File: src/hdl/n2a_pkg.sv
// Shared types, constants and helper functions for the number to ASCII digits block.
// Used by the digit cell and by the top level; depends on nothing else.
package n2a_pkg;

    // Width of the number port and the default internal number width.
    localparam int NUMBER_BITS      = 32;
    localparam int NUMBER_WIDTH_DEF = 32;

    // Number of BCD digit cells in the conversion row.
    localparam int NUM_CELLS = 10;

    // Per-mode clamps on the digit count.
    localparam logic [5:0] MAX_DEC_DIGITS = 6'd10;
    localparam logic [5:0] MAX_HEX_DIGITS = 6'd8;
    localparam logic [5:0] MAX_BIN_DIGITS = 6'd32;

    // ASCII codes.
    localparam logic [6:0] CHAR_ZERO  = 7'h30;
    localparam logic [6:0] CHAR_A     = 7'h41;
    localparam logic [6:0] CHAR_PLUS  = 7'h2B;
    localparam logic [6:0] CHAR_MINUS = 7'h2D;

    // Formatting modes.
    typedef enum logic [1:0] {
        OP_UDEC = 2'd0,
        OP_SDEC = 2'd1,
        OP_HEX  = 2'd2,
        OP_BIN  = 2'd3
    } n2a_op_t;

    // Control word broadcast to every cell of the row.
    typedef struct packed {
        logic clear;
        logic shift;
        logic decimal;
    } n2a_cell_ctrl_t;

    // Digit value 0-15 to ASCII '0'-'9' or 'A'-'F'.
    function automatic logic [6:0] digit_to_ascii(input logic [3:0] d);
        logic [6:0] code;
        if (d < 4'd10)
        begin
            code = CHAR_ZERO + {3'b000, d};
        end
        else
        begin
            code = CHAR_A + {3'b000, d} - 7'd10;
        end
        return code;
    endfunction

endpackage

File: src/hdl/n2a_digit_cell.sv
// One 4-bit digit cell of the shift-and-add-3 conversion row.
// Depends on n2a_pkg for the control word type.
module n2a_digit_cell (
    input  logic                    clk,
    input  n2a_pkg::n2a_cell_ctrl_t ctrl,
    input  logic                    shift_in,
    output logic                    shift_out,
    output logic [3:0]              digit
);
    import n2a_pkg::*;

    logic [3:0] digit_reg;
    logic [3:0] digit_next;
    logic [3:0] corrected;

    // In decimal mode a digit of five or more gets three added before it
    // doubles, so the carry into the next cell is a decimal carry.
    always_comb
    begin
        if (ctrl.decimal && (digit_reg >= 4'd5))
        begin
            corrected = digit_reg + 4'd3;
        end
        else
        begin
            corrected = digit_reg;
        end
    end

    assign shift_out = corrected[3];

    // Clear on a new word, shift one bit up the row while shift is set, otherwise hold.
    always_comb
    begin
        if (ctrl.clear)
        begin
            digit_next = 4'd0;
        end
        else if (ctrl.shift)
        begin
            digit_next = {corrected[2:0], shift_in};
        end
        else
        begin
            digit_next = digit_reg;
        end
    end

    always_ff @(posedge clk)
    begin
        digit_reg <= digit_next;
    end

    assign digit = digit_reg;

endmodule

File: src/hdl/number_to_ascii_digits_core.sv
// Top level of the number to ASCII digits formatter.
// Depends on n2a_pkg and instantiates a row of n2a_digit_cell.
//
// Usage: drive opcode, number, digit_count, row and start_column and raise
// start. A word is taken at a rising edge with start high and busy low.
// The number is shifted, most significant bit first, through a row of ten
// 4-bit digit cells, one bit per cycle; in decimal modes each cell applies
// the add-3 correction, so once every bit is in, the row holds the low
// ten decimal digits, or the low bits of the value for hex and binary.
// Characters then leave one per cycle, most significant digit first, each
// on row_out, column_out, char_code and last for exactly one cycle with
// strobe high. In signed mode the sign character comes first.
// The controller steps from the convert state to the sign state (signed mode
// only) and then, if any digits are asked for, to the emit state; characters
// are registered outputs, and busy falls as the last character is registered.
// The receiver cannot stall: every character is taken in its strobe cycle.
// Reset returns the controller to idle with no strobe pending.
module number_to_ascii_digits_core #(
    parameter int NUMBER_WIDTH = n2a_pkg::NUMBER_WIDTH_DEF
) (
    input  logic                         clk,
    input  logic                         rst_n,
    input  logic                         start,
    output logic                         busy,
    input  logic [1:0]                   opcode,
    input  logic [n2a_pkg::NUMBER_BITS-1:0] number,
    input  logic [5:0]                   digit_count,
    input  logic [7:0]                   row,
    input  logic [7:0]                   start_column,
    output logic                         strobe,
    output logic [7:0]                   row_out,
    output logic [7:0]                   column_out,
    output logic [6:0]                   char_code,
    output logic                         last
);
    import n2a_pkg::*;

    localparam int CNT_W = $clog2(NUMBER_WIDTH + 1);

    typedef enum logic [1:0] {
        ST_IDLE,
        ST_CONVERT,
        ST_SIGN,
        ST_EMIT
    } state_t;

    state_t                  state_reg, state_next;
    n2a_op_t                 op_reg, op_next;
    logic                    neg_reg, neg_next;
    logic [5:0]              cnt_reg, cnt_next;
    logic [7:0]              row_reg, row_next;
    logic [7:0]              col_reg, col_next;
    logic [NUMBER_WIDTH-1:0] shift_reg, shift_next;
    logic [CNT_W-1:0]        bit_cnt_reg, bit_cnt_next;
    logic                    strobe_reg, strobe_next;
    logic [7:0]              col_out_reg, col_out_next;
    logic [6:0]              char_reg, char_next;
    logic                    last_reg, last_next;

    logic [NUMBER_WIDTH-1:0] value_w;
    logic [NUMBER_WIDTH-1:0] magnitude;
    logic                    in_neg;
    logic [5:0]              clamped;
    logic                    accept;
    n2a_cell_ctrl_t          cell_ctrl;
    logic [NUM_CELLS:0]      chain;
    logic [3:0]              digits [NUM_CELLS];
    logic [31:0]             bin_bits;
    logic [4:0]              pos;
    logic [3:0]              sel_digit;

    // Bring the number port to the internal width.
    generate
        if (NUMBER_WIDTH > NUMBER_BITS)
        begin : g_widen
            assign value_w = {{(NUMBER_WIDTH - NUMBER_BITS){1'b0}}, number};
        end
        else if (NUMBER_WIDTH == NUMBER_BITS)
        begin : g_same
            assign value_w = number;
        end
        else
        begin : g_narrow
            assign value_w = number[NUMBER_WIDTH-1:0];
        end
    endgenerate

    // Sign and magnitude of the incoming word.
    assign in_neg    = (opcode == OP_SDEC) && value_w[NUMBER_WIDTH-1];
    assign magnitude = in_neg ? (~value_w + NUMBER_WIDTH'(1)) : value_w;

    // Clamp the digit count per mode.
    always_comb
    begin
        unique case (n2a_op_t'(opcode))
            OP_HEX:
            begin
                clamped = (digit_count > MAX_HEX_DIGITS) ? MAX_HEX_DIGITS : digit_count;
            end
            OP_BIN:
            begin
                clamped = (digit_count > MAX_BIN_DIGITS) ? MAX_BIN_DIGITS : digit_count;
            end
            default:
            begin
                clamped = (digit_count > MAX_DEC_DIGITS) ? MAX_DEC_DIGITS : digit_count;
            end
        endcase
    end

    assign accept = (state_reg == ST_IDLE) && start;

    // Control word for the cell row.
    assign cell_ctrl.clear   = accept;
    assign cell_ctrl.shift   = (state_reg == ST_CONVERT);
    assign cell_ctrl.decimal = (op_reg == OP_UDEC) || (op_reg == OP_SDEC);

    // Row of digit cells; cell 0 takes the next bit of the number.
    assign chain[0] = shift_reg[NUMBER_WIDTH-1];

    for (genvar k = 0; k < NUM_CELLS; k++)
    begin : g_cells
        n2a_digit_cell u_cell (
            .clk       (clk),
            .ctrl      (cell_ctrl),
            .shift_in  (chain[k]),
            .shift_out (chain[k+1]),
            .digit     (digits[k])
        );
    end

    // The low 32 bits of the row, for binary mode.
    for (genvar k = 0; k < 8; k++)
    begin : g_bits
        assign bin_bits[4*k +: 4] = digits[k];
    end

    // Position of the next digit to leave, counted from the least significant.
    assign pos = cnt_reg[4:0] - 5'd1;

    always_comb
    begin
        sel_digit = 4'd0;
        if (op_reg == OP_BIN)
        begin
            sel_digit = {3'b000, bin_bits[pos]};
        end
        else
        begin
            for (int k = 0; k < NUM_CELLS; k++)
            begin
                if (pos == 5'(k))
                begin
                    sel_digit = digits[k];
                end
            end
        end
    end

    // Next-state and output logic of the controller.
    always_comb
    begin
        state_next   = state_reg;
        op_next      = op_reg;
        neg_next     = neg_reg;
        cnt_next     = cnt_reg;
        row_next     = row_reg;
        col_next     = col_reg;
        shift_next   = shift_reg;
        bit_cnt_next = bit_cnt_reg;
        strobe_next  = 1'b0;
        col_out_next = col_out_reg;
        char_next    = char_reg;
        last_next    = 1'b0;
        unique case (state_reg)
            ST_IDLE:
            begin
                if (start)
                begin
                    op_next      = n2a_op_t'(opcode);
                    neg_next     = in_neg;
                    cnt_next     = clamped;
                    row_next     = row;
                    col_next     = start_column;
                    shift_next   = magnitude;
                    bit_cnt_next = CNT_W'(NUMBER_WIDTH);
                    state_next   = ST_CONVERT;
                end
            end
            ST_CONVERT:
            begin
                shift_next   = {shift_reg[NUMBER_WIDTH-2:0], 1'b0};
                bit_cnt_next = bit_cnt_reg - CNT_W'(1);
                if (bit_cnt_reg == CNT_W'(1))
                begin
                    if (op_reg == OP_SDEC)
                    begin
                        state_next = ST_SIGN;
                    end
                    else if (cnt_reg == 6'd0)
                    begin
                        state_next = ST_IDLE;
                    end
                    else
                    begin
                        state_next = ST_EMIT;
                    end
                end
            end
            ST_SIGN:
            begin
                strobe_next  = 1'b1;
                char_next    = neg_reg ? CHAR_MINUS : CHAR_PLUS;
                col_out_next = col_reg;
                col_next     = col_reg + 8'd1;
                last_next    = (cnt_reg == 6'd0);
                state_next   = (cnt_reg == 6'd0) ? ST_IDLE : ST_EMIT;
            end
            ST_EMIT:
            begin
                strobe_next  = 1'b1;
                char_next    = digit_to_ascii(sel_digit);
                col_out_next = col_reg;
                col_next     = col_reg + 8'd1;
                cnt_next     = cnt_reg - 6'd1;
                last_next    = (cnt_reg == 6'd1);
                if (cnt_reg == 6'd1)
                begin
                    state_next = ST_IDLE;
                end
            end
            default:
            begin
                state_next = ST_IDLE;
            end
        endcase
    end

    // State and registered outputs.
    always_ff @(posedge clk or negedge rst_n)
    begin
        if (!rst_n)
        begin
            state_reg   <= ST_IDLE;
            op_reg      <= OP_UDEC;
            neg_reg     <= 1'b0;
            cnt_reg     <= 6'd0;
            row_reg     <= 8'd0;
            col_reg     <= 8'd0;
            shift_reg   <= '0;
            bit_cnt_reg <= '0;
            strobe_reg  <= 1'b0;
            col_out_reg <= 8'd0;
            char_reg    <= 7'd0;
            last_reg    <= 1'b0;
        end
        else
        begin
            state_reg   <= state_next;
            op_reg      <= op_next;
            neg_reg     <= neg_next;
            cnt_reg     <= cnt_next;
            row_reg     <= row_next;
            col_reg     <= col_next;
            shift_reg   <= shift_next;
            bit_cnt_reg <= bit_cnt_next;
            strobe_reg  <= strobe_next;
            col_out_reg <= col_out_next;
            char_reg    <= char_next;
            last_reg    <= last_next;
        end
    end

    assign busy       = (state_reg != ST_IDLE);
    assign strobe     = strobe_reg;
    assign row_out    = row_reg;
    assign column_out = col_out_reg;
    assign char_code  = char_reg;
    assign last       = last_reg;

`ifndef SYNTHESIS
    // A character only appears as the tail of a word in progress.
    a_strobe_after_busy: assert property (@(posedge clk) disable iff (!rst_n)
        strobe |-> $past(busy))
        else $error("character strobed without a word in progress");

    // An accepted word keeps the block busy while it converts.
    a_accept_busy: assert property (@(posedge clk) disable iff (!rst_n)
        (start && !busy) |=> busy)
        else $error("accepted word did not start conversion");

    // Characters of one word leave back to back.
    a_no_gap: assert property (@(posedge clk) disable iff (!rst_n)
        (strobe && !last) |=> strobe)
        else $error("gap inside a run of characters");

    // Nothing follows the last character directly.
    a_last_ends: assert property (@(posedge clk) disable iff (!rst_n)
        (strobe && last) |=> !strobe)
        else $error("character strobed right after the last one");
`endif

endmodule
File: config.mk
export PLATFORM = sky130hd
export DESIGN_NAME = number_to_ascii_digits_core
export DESIGN_NICKNAME = d
export VERILOG_FILES = /design/src/hdl/n2a_pkg.sv /design/src/hdl/n2a_digit_cell.sv /design/src/hdl/number_to_ascii_digits_core.sv
export SDC_FILE = /design/constraint.sdc
export NUM_CORES = 1
export LEC_CHECK = 0
export ABC_AREA = 1
export BUFFER_PORTS_ARGS = -buffer_cell sky130_fd_sc_hd__buf_4
export CAP_MARGIN = 20
export CORE_ASPECT_RATIO = 0.9
export CORE_UTILIZATION = 50
export CTS_BUF_LIST = sky130_fd_sc_hd__clkbuf_8
export DETAILED_ROUTE_END_ITERATION = 8
export PLACE_DENSITY = 0.7
export SYNTH_ARGS = -nofsm -noshare
export SYNTH_HDL_FRONTEND = slang
export SYNTH_SLANG_ARGS = --single-unit
export TNS_END_PERCENT = 20
File: constraint.sdc
create_clock -name clk -period 4.12 [get_ports clk]
set_input_delay 0.824 -clock clk [delete_from_list [all_inputs] [get_ports clk]]
set_output_delay 0.824 -clock clk [all_outputs]
set_load 0.01 [all_outputs]
# After elaboration in Yosys (flattened, before gate mapping)
# Cells that the tools add are included.
# word_totals
romBits	0
input_bits	59
latchBits	0
mem_count	0
register_bits	122
ram_bits	0
# op_classes
reduce_logical	28
n_div	0
n_eq_ne	22
shifts	0
magnitude_cmp	15
mul	0
mux	47
add_sub_neg	18
bitwise	1
# ops
op	n
$mux W4	20
$mux W32	2
$pmux W32 S2	1
$ge A4 B3 Y1 const B	10
$add A4 B2 Y4 const B	9
$pmux W6 S2	3
$add A32 B1 Y32 const B	1
$not A32 Y32	1
$mux W6	5
$eq A5 B3 Y1 const B	4
$pmux W8 S2	1
$pmux W7 S2	1
$eq A6 B1 Y1 const B	2
$gt A6 B4 Y1 const B	2
$logic_and A1 B1 Y1	12
$sub A6 B1 Y6 const B	2
$eq A2 B2 Y1 const B	5
$eq A5 B2 Y1 const B	2
$eq A5 B4 Y1 const B	2
$mux W2	5
$reduce_bool A2 Y1	5
$add A8 B1 Y8 const B	1
$mux W8	1
$pmux W2 S4	1
other kinds (24)	33

# Logic depth before layout (Yosys ltp)
# Gate-level depths: netlist (run 1).
# logic_depth
ltp_word	17
mapped_depth	26
depth_no_buf	24

# Cells and area by module
# A second synthesis (run 1) with hierarchy kept.
# hier_totals
cells_unflattened	1211
hier_area_um2	8227.9
# by_module_without_submodules
module	instances	seq_area_each_um2	cells_each	area_each_um2
number_to_ascii_digits_core	1	2052.0	761	5475.3
n2a_digit_cell	10	80.1	45	275.3

# Worst setup path after synthesis (run 1)
# OpenSTA, ideal clock, no wires.
# synth_timing
kind	reg-to-reg
start	register cnt_reg[0]
end	register char_reg[2], in the netlist char_code[2]
required_time_ns	4.004
setup_slack_ns	1.227
period_less_slack_ns	2.893
stages_incl_launch_ff	24
path_buffers	2
t_arrival_ns	2.777
cell_sequence	dfrtp_1 -> buf_2 -> inv_2 -> clkbuf_1 -> ha_1 -> xnor2_2 -> nand3_4 -> nor2_4 -> a21oi_1 -> nand2_1 -> nand2_1 -> nand2_1 -> nand2_1 -> nand2_1 -> nand2_1 -> nand2_1 -> nand2_1 -> nand2_1 -> ha_1 -> nand3_1 -> a21oi_1 -> nand2_1 -> nand2_1 -> nand2_1
# synth_via
elab_chain_len	17
# synth_lines
element	line_no	rtl
start, declared	number_to_ascii_digits_core.sv:50	logic [5:0] cnt_reg, cnt_next;
start signal, assigned	number_to_ascii_digits_core.sv:262	cnt_reg <= cnt_next;
$sub A5 B1 Y5 *	number_to_ascii_digits_core.sv:139	assign pos = cnt_reg[4:0] - 5'd1;
$logic_not A5 Y1	number_to_ascii_digits_core.sv:152	if (pos == 5'(k))
$mux W4 (10 in a row)	number_to_ascii_digits_core.sv:152	
$mux W4 *	number_to_ascii_digits_core.sv:144	if (op_reg == OP_BIN)
$add A7 B4 Y7	n2a_pkg.sv:47	code = CHAR_A + {3'b000, d} - 7'd10;
$sub A7 B4 Y7	n2a_pkg.sv:47	
$mux W7 *	n2a_pkg.sv:41	if (d < 4'd10)
$pmux W7 S2 *	number_to_ascii_digits_core.sv:175	unique case (state_reg)
end signal, assigned	number_to_ascii_digits_core.sv:269	char_reg <= char_next;
end, declared	number_to_ascii_digits_core.sv:57	logic [6:0] char_reg, char_next;
# Mark *: on every way between the ends. The rest lies on a longest branch, timed or not. The select of a mux whose other input is x is not followed.
# A chain may end at the register's enable or synchronous reset.

# Final worst setup path (run 1)
# Same ends and word-level chain as after synthesis.

==> results of run 1 <==
per-stage QoR:
stage,instances,power [uW],util,hold slack [ns]
finish,1302,7388,0.6011,0.4188
CTS,1302,7403,0.6011,0.4380
detailed placement,1270,6121,0.5699,0.4595
global route,1302,8094,0.6011,0.4817
global placement,1269,6014,0.5680,0.4555
floorplan,1014,5016,-,0.4457
metal layers:
layer  GRT usage  vias up
li1            -     3613
met1      0.3491     3321
met2      0.3807      171
met3     0.05148       22
met4     0.08529        0
met5           0        -
cells by family after synthesis:
family | count (synthesis)
DFF | 122
adders and majority gates | 30
muxes | 1
xor gates and xnor gates | 21
buffers and inverters | 163
and+or+nand+nor | 362
AOI/OAI and AO/OA | 315
cell usage in the layout (no fill, tap or decap), types with 22 or more instances in the layout:
master    instances
dfxtp_1          40
inv_1           120
nor3_1           24
a22oi_1          32
a21oi_1          98
nand3_1          37
o21ai_0         120
o211ai_1         22
buf_4            93
dfrtp_1          82
ha_1             30
nor2_1           56
nand2_1         198
cell type report:
type | instances | share of cell area
Timing Repair Buffer | 94 | 0.08234
Inverter | 127 | 0.05409
Multi-Input combinational cell | 729 | 0.4598
Sequential cell | 122 | 0.3237
Tap cell | 198 | 0.02811
Clock inverter | 15 | 0.02541
Clock buffer | 17 | 0.02655
worst max-delay path by stage:
| stage | from | to | slack [ns] |
|---|---|---|---|
| 3_5_place_dp | number[0] | shift_reg[30]$_DFFE_PN0P_ | 1.00 |
| 4_1_cts | cnt_reg[0]$_DFFE_PN0P_ | char_code[2]$_DFFE_PN0N_ | 1.13 |
| 6_report | cnt_reg[0]$_DFFE_PN0P_ | char_code[2]$_DFFE_PN0N_ | 1.09 |
| 2_1_floorplan | cnt_reg[0]$_DFFE_PN0P_ | char_code[2]$_DFFE_PN0N_ | 1.23 |
| 3_3_place_gp | number[0] | shift_reg[30]$_DFFE_PN0P_ | 1.10 |
| 5_1_grt | cnt_reg[0]$_DFFE_PN0P_ | char_code[2]$_DFFE_PN0N_ | 0.86 |
synth_stat cells (all sizes together):
cell,count
o31ai,3
o221ai,8
clkbuf,31
or2,2
xor2,17
dfrtp,82
clkinv,1
o32ai,10
buf,5
a31oi,7
inv,126
ha,30
xnor2,4
nor3,28
nand2,207
nor4,2
o211ai,22
nand4,6
a21oi,99
nor2,71
o22ai,3
o41ai,1
a22oi,32
o21ai,126
a21boi,1
and2,1
o311ai,1
mux2i,1
dfxtp,40
nand3,45
o21a,2
power groups by stage:
stage	Sequential [uW]	Combinational, uW	Clock, uW
floorplan	2150	2860	0
finish	2220	3930	1240
CTS	2220	3920	1270
detailed placement	2230	3890	0
global route	2300	4480	1310
global placement	2230	3790	0
==> impl_metrics.json, run 1 <==
{
  "cts_setup_buffers": 0,
  "final_area_sq_um": 8813,
  "clock_sinks": 122,
  "multi_input_area_sq_um": 4053,
  "fin_ws_ns": 1.095,
  "switching_share": 0.4714,
  "critPathMaxFanout": 16,
  "critPathSlowestCell": "xnor2_2",
  "placedInstanceArea_sq_um": 8356,
  "port_buffers": 84,
  "cts_max_level": 4,
  "finalSetupTns_ns": 0,
  "grt_pass1_vias": 6458,
  "grt_overflow": 0,
  "die_h_um": 118.2,
  "pwr-share-seq": 0.301,
  "synth_top_family_by_area": "compound AO/OA/AOI/OAI gates",
  "hp-class": "in -> async",
  "cp_cell_sequence": "inv_2 -> ha_1 -> xnor2_2 -> nand3_4 -> nor2_4 -> a21oi_1 -> nand2_1 -> nand2_1 -> nand2_1 -> nand2_1 -> nand2_1 -> nand2_1 -> nand2_1 -> nand2_1 -> nand2_1 -> ha_1 -> nand3_1 -> a21oi_1 -> nand2_1 -> nand2_1 -> nand2_1",
  "ys_warn_count": 0,
  "cts_buffer_depth": 2,
  "syn_nets": 1103,
  "drc": 0,
  "synth.largest_area_cell": "dfrtp_1",
  "yosysTopAreaCellShare": 0.2734,
  "ys_seq_elements": 122,
  "cts_hold_buf": 0,
  "die_w_um": 131.2,
  "drtAntennaViolNets": 0,
  "post_drt_wl_per_cell_um": 14.17,
  "cp.required_ns": 4.47,
  "cp_top_family": "simple AND/OR/NAND/NOR gates",
  "grt_pass1_wl_mm": 31.22,
  "path_class": "reg -> reg",
  "synthMuxAreaShare": 0.001334,
  "yosys.area_share.simple": 0.2192,
  "num-fill-cells": 1337,
  "drt_iter0_drc": 552,
  "power_density_nw_per_um2": 838.2,
  "r2r_setup_slack_ns": 1.09,
  "worst_pin_slew_ns": 1.037,
  "ir_drop_v": 0.0003345,
  "regToRegEndpoint": "char_code[2]$_DFFE_PN0N_",
  "dpl.hpwl_mm": 12.87,
  "io_pins": 85,
  "final_nets": 1180,
  "setup_viol": 0,
  "wl_met1_mm": 8.962,
  "mappedNetlistArea_sq_um": 7506,
  "clock_power_share": 0.168,
  "vias": 7127,
  "startpoint_type": "flip-flop",
  "switching_power_uw": 3483,
  "clockRootBuffer": "clkbuf_8",
  "ff2ff_path_depth": 21,
  "drt-vias-per-instance": 5.474,
  "syn_inst": 1014,
  "slowest_delay_ns": 0.41,
  "p_leak_uw": 0.004094,
  "met3WireLength_um": 872,
  "track_usage": 0.2489,
  "rsz0062_at_grt": "false",
  "synth.avg_cell_area_sq_um": 7.402,
  "end_kind": "flip-flop",
  "outcome": "finished, final reports clean",
  "first_pass_iters": 6,
  "critPathBufInv": 1,
  "synth_xor_area_frac": 0.02550,
  "wl_met2_mm": 8.339,
  "drive_gt1_frac": 0.1558,
  "area_delta_synth_final_pct": 17.42,
  "max_slew_margin": 0.3077,
  "grt_antenna_before_repair": 0,
  "start_util": 0.5119,
  "layout.area.seq_sq_um": 2853,
  "period_share": 0.7343,
  "post-place-ws_ns": 1.003,
  "cts_resized": 0,
  "crit_cells": 21,
  "synth_compound_area_frac": 0.2422,
  "dieArea_sq_um": 15510,
  "fmax_mhz": 330.5,
  "p_int_uw": 3905,
  "grt_max_degree": 59,
  "worst_skew_pair.late_latency_ns": 0.46,
  "r2r_start": "cnt_reg[0]$_DFFE_PN0P_",
  "synthTopCellsByArea": "dfrtp_1 (27%), dfxtp_1 (11%), nand2_1 (9.9%)",
  "fin_crit_ns": 3.025,
  "highest-signal-layer": "met4",
  "hold_violations": 0,
  "worst_clock_skew_ns": 0.01028,
  "rows": 42,
  "gp_congestion": 0.8713,
  "largest_register_ffs": 40,
  "critPathArrivalTime_ns": 3.38,
  "cts_tree": "yes",
  "maxSlewViolCount": 0,
  "ys_types": 43,
  "combinationalPowerShare": 0.531,
  "yosysSeqAreaShare": 0.3801,
  "core_sq_um": 14660,
  "cts_buffers": 17,
  "drv_cap": 0,
  "crit_top_cell": "nand2_1",
  "synth-adder-area-share": 0.05001,
  "wl_mm": 18.45,
  "clkTransAtPathRegs_ns": 0.07,
  "diodes": 0
}
Power figures use the tool's default switching activity.
==> run 2: changes to the inputs <==
- ABC_AREA: 1 -> 0
- clock period: 4.12 -> 2.8 ns (I/O delays scaled with it)
==> run 2 against run 1 <==
  * The run now ends with setup timing left
  * Combinational power increased by 73%
  * Sequential power increased by 40%
  * Global-route usage increased by 1.6 points
  * Die area increased by 1.2%
  * Final area increased by 8.0%
  * Count of clock-buffer cells in the layout increased by 2
==> impl_metrics.json, run 2 <==
{
  "outcome": "finished with violations",
  "failed_checks": "setup timing",
  "start_util": 0.5147,
  "yosysSeqAreaShare": 0.3754,
  "netlist_top_cells_count": "o21ai_0 (123), nand2_1 (89), dfrtp_1 (82)",
  "drv_cap": 0,
  "cp.required_ns": 3.18,
  "fin_util": 0.6449,
  "port_buffers": 84,
  "fin_ws_ns": -0.6999,
  "grt_overflow": 0,
  "cts_max_level": 4,
  "drt-vias-per-instance": 5.722,
  "maxSlewViolCount": 0,
  "area_delta_synth_final_pct": 25.30,
  "critPathArrivalTime_ns": 3.88,
  "post_drt_wl_per_cell_um": 15.82,
  "startpoint_type": "flip-flop",
  "fmax_mhz": 285.7,
  "r2r_start": "cnt_reg[0]$_DFFE_PN0P_",
  "ys_warn_count": 0,
  "synthTopCellsByArea": "dfrtp_1 (27%), dfxtp_1 (11%), o21ai_0 (8.1%)",
  "drtAntennaViolNets": 0,
  "cts_buffers": 17,
  "cp_top_family": "multiplexers",
  "final_area_sq_um": 9523,
  "placedInstanceArea_sq_um": 9015,
  "cts_buffer_depth": 2,
  "critPathBufInv": 3,
  "highest-signal-layer": "met4",
  "synthArstFlopShare": 0.6721,
  "hold_violations": 0,
  "setup_viol": 4,
  "critPathMaxFanout": 4,
  "regToRegEndpoint": "char_code[2]$_DFFE_PN0N_",
  "vias": 7216,
  "met3WireLength_mm": 1.095,
  "drc": 0,
  "rsz0062_at_grt": "true",
  "power_density_nw_per_um2": 1203,
  "dieArea_sq_um": 15700,
  "io_pins": 85,
  "rows": 42,
  "worst_clock_skew_ns": 0.007940,
  "hp-class": "in -> async",
  "drt_iter0_drc": 617,
  "clock_sinks": 122,
  "wl_mm": 19.94,
  "slowest_delay_ns": 0.50,
  "gp_congestion": 0.8733,
  "core_sq_um": 14770,
  "post-place-ws_ns": -0.8194,
  "worst_skew_pair.late_latency_ns": 0.45,
  "grt_antenna_before_repair": 0,
  "ff2ff_path_depth": 15,
  "most-common-layout-cells": "buf_4 (183), o21ai_0 (122), nand2_1 (86), dfrtp_1 (81), nor2_1 (58)",
  "period_share": 1.250,
  "end_kind": "flip-flop",
  "largest_register_ffs": 40,
  "die_h_um": 119.0,
  "track_usage": 0.2654,
  "grt_pass1_vias": 6662,
  "synth.largest_area_cell": "dfrtp_1",
  "grt_max_degree": 66,
  "fin_cells": 1261,
  "synth_flop_cell": "dfrtp_1",
  "syn_inst": 904,
  "synth.avg_cell_area_sq_um": 8.407,
  "dp.cells": 1227,
  "wl_met1_mm": 9.673,
  "path_class": "reg -> reg",
  "ys_types": 73,
  "grt_pass1_wl_mm": 33.56,
  "cp_cell_sequence": "inv_2 -> ha_4 -> buf_12 -> mux4_2 -> mux4_2 -> a211oi_2 -> a21oi_2 -> inv_1 -> ha_2 -> nand3_1 -> or4b_4 -> o311ai_4 -> o211ai_1 -> o311ai_1 -> a22o_1",
  "ys_seq_elements": 122,
  "synth_edf_count": 0,
  "yosysMostFrequentCell": "o21ai_0",
  "crit_cells": 15,
  "critPathSlowestCell": "or4b_4",
  "mostFrequentLayoutCell": "buf_4",
  "die_w_um": 132.0,
  "cts_tree": "yes",
  "syn_nets": 993,
  "p_leak_uw": 0.004143,
  "fin_crit_ns": 3.500,
  "final_nets": 1139,
  "drive_gt1_frac": 0.2521,
  "dpl.hpwl_mm": 14.18,
  "yosysTopAreaCellShare": 0.2700,
  "clockRootBuffer": "clkbuf_8",
  "mappedNetlistArea_sq_um": 7600,
  "diodes": 0,
  "clkTransAtPathRegs_ns": 0.07,
  "max_slew_margin": 0.6073,
  "crit_top_cell": "mux4_2",
  "cts_hold_buf": 0,
  "ir_drop_v": 0.0005571,
  "worst_pin_slew_ns": 0.5837,
  "first_pass_iters": 5,
  "wl_met2_mm": 8.846,
  "power_uw": 11460,
  "r2r_setup_slack_ns": -0.70
}
-- run 2: logic make-up (layout without fill, tap and decap cells) --
group | count (synthesis) | after routing | share of synthesized area
compound gates | 296 | 296 | 0.2399
simple gates | 266 | 266 | 0.1643
flops | 122 | 122 | 0.3754
buf+inv | 111 | 270 | 0.05663
xor+xnor | 57 | 57 | 0.06569
fa+ha+maj | 30 | 30 | 0.04939
mux | 22 | 22 | 0.04873
-- run 2: layout make-up --
type / instances / area, sq um
Tap cell: 198 / 247.7
Inverter: 53 / 198.9
Clock inverter: 13 / 127.6
Fill cell: 1231 / 5244
Timing Repair Buffer: 185 / 1414
Sequential cell: 122 / 2854
Multi-Input combinational cell: 671 / 4419
Clock buffer: 19 / 261.5
-- run 2: power breakdown --
| part | internal, uW | total [uW] | switching, uW |
|---|---|---|---|
| combinational | 3200 | 6780 | 3580 |
| clock | 827 | 1570 | 746 |
| sequential | 2540 | 3110 | 572 |
| total | 6560 | 11500 | 4900 |
-- run 2: how the worst max path moves through the flow --
stage / from / endpoint / slack [ns]
6_report: cnt_reg[0]$_DFFE_PN0P_ / char_code[2]$_DFFE_PN0N_ / -0.70
5_1_grt: cnt_reg[0]$_DFFE_PN0P_ / char_code[2]$_DFFE_PN0N_ / -0.84
4_1_cts: cnt_reg[1]$_DFFE_PN0P_ / char_code[2]$_DFFE_PN0N_ / -0.67
3_5_place_dp: cnt_reg[0]$_DFFE_PN0P_ / char_code[2]$_DFFE_PN0N_ / -0.82
3_3_place_gp: cnt_reg[0]$_DFFE_PN0P_ / char_code[2]$_DFFE_PN0N_ / -0.73
2_1_floorplan: cnt_reg[0]$_DFFE_PN0P_ / char_code[2]$_DFFE_PN0N_ / -0.85
-- run 2: through the flow --
step	hold WS (ns)	setup TNS [ns]
after CTS	0.07941	-1.149
final	0.08786	-1.127
after floorplan	0.2644	-1.344
after global routing	0.1088	-2.111
after detailed placement	0.4580	-1.704
after global placement	0.4549	-1.379
-- run 2: timing repair --
item,CTS,global route
setup buffers,0,1
endpoints found under the setup margin,7,7
pin swaps,1,7
gates resized for setup,8,13
-- run 2: routing by layer --
| metal | vias up | GRT usage |
|---|---|---|
| li1 | 3523 | - |
| met1 | 3445 | 0.3815 |
| met2 | 217 | 0.4015 |
| met3 | 31 | 0.05066 |
| met4 | 0 | 0.08285 |
| met5 | - | 0 |
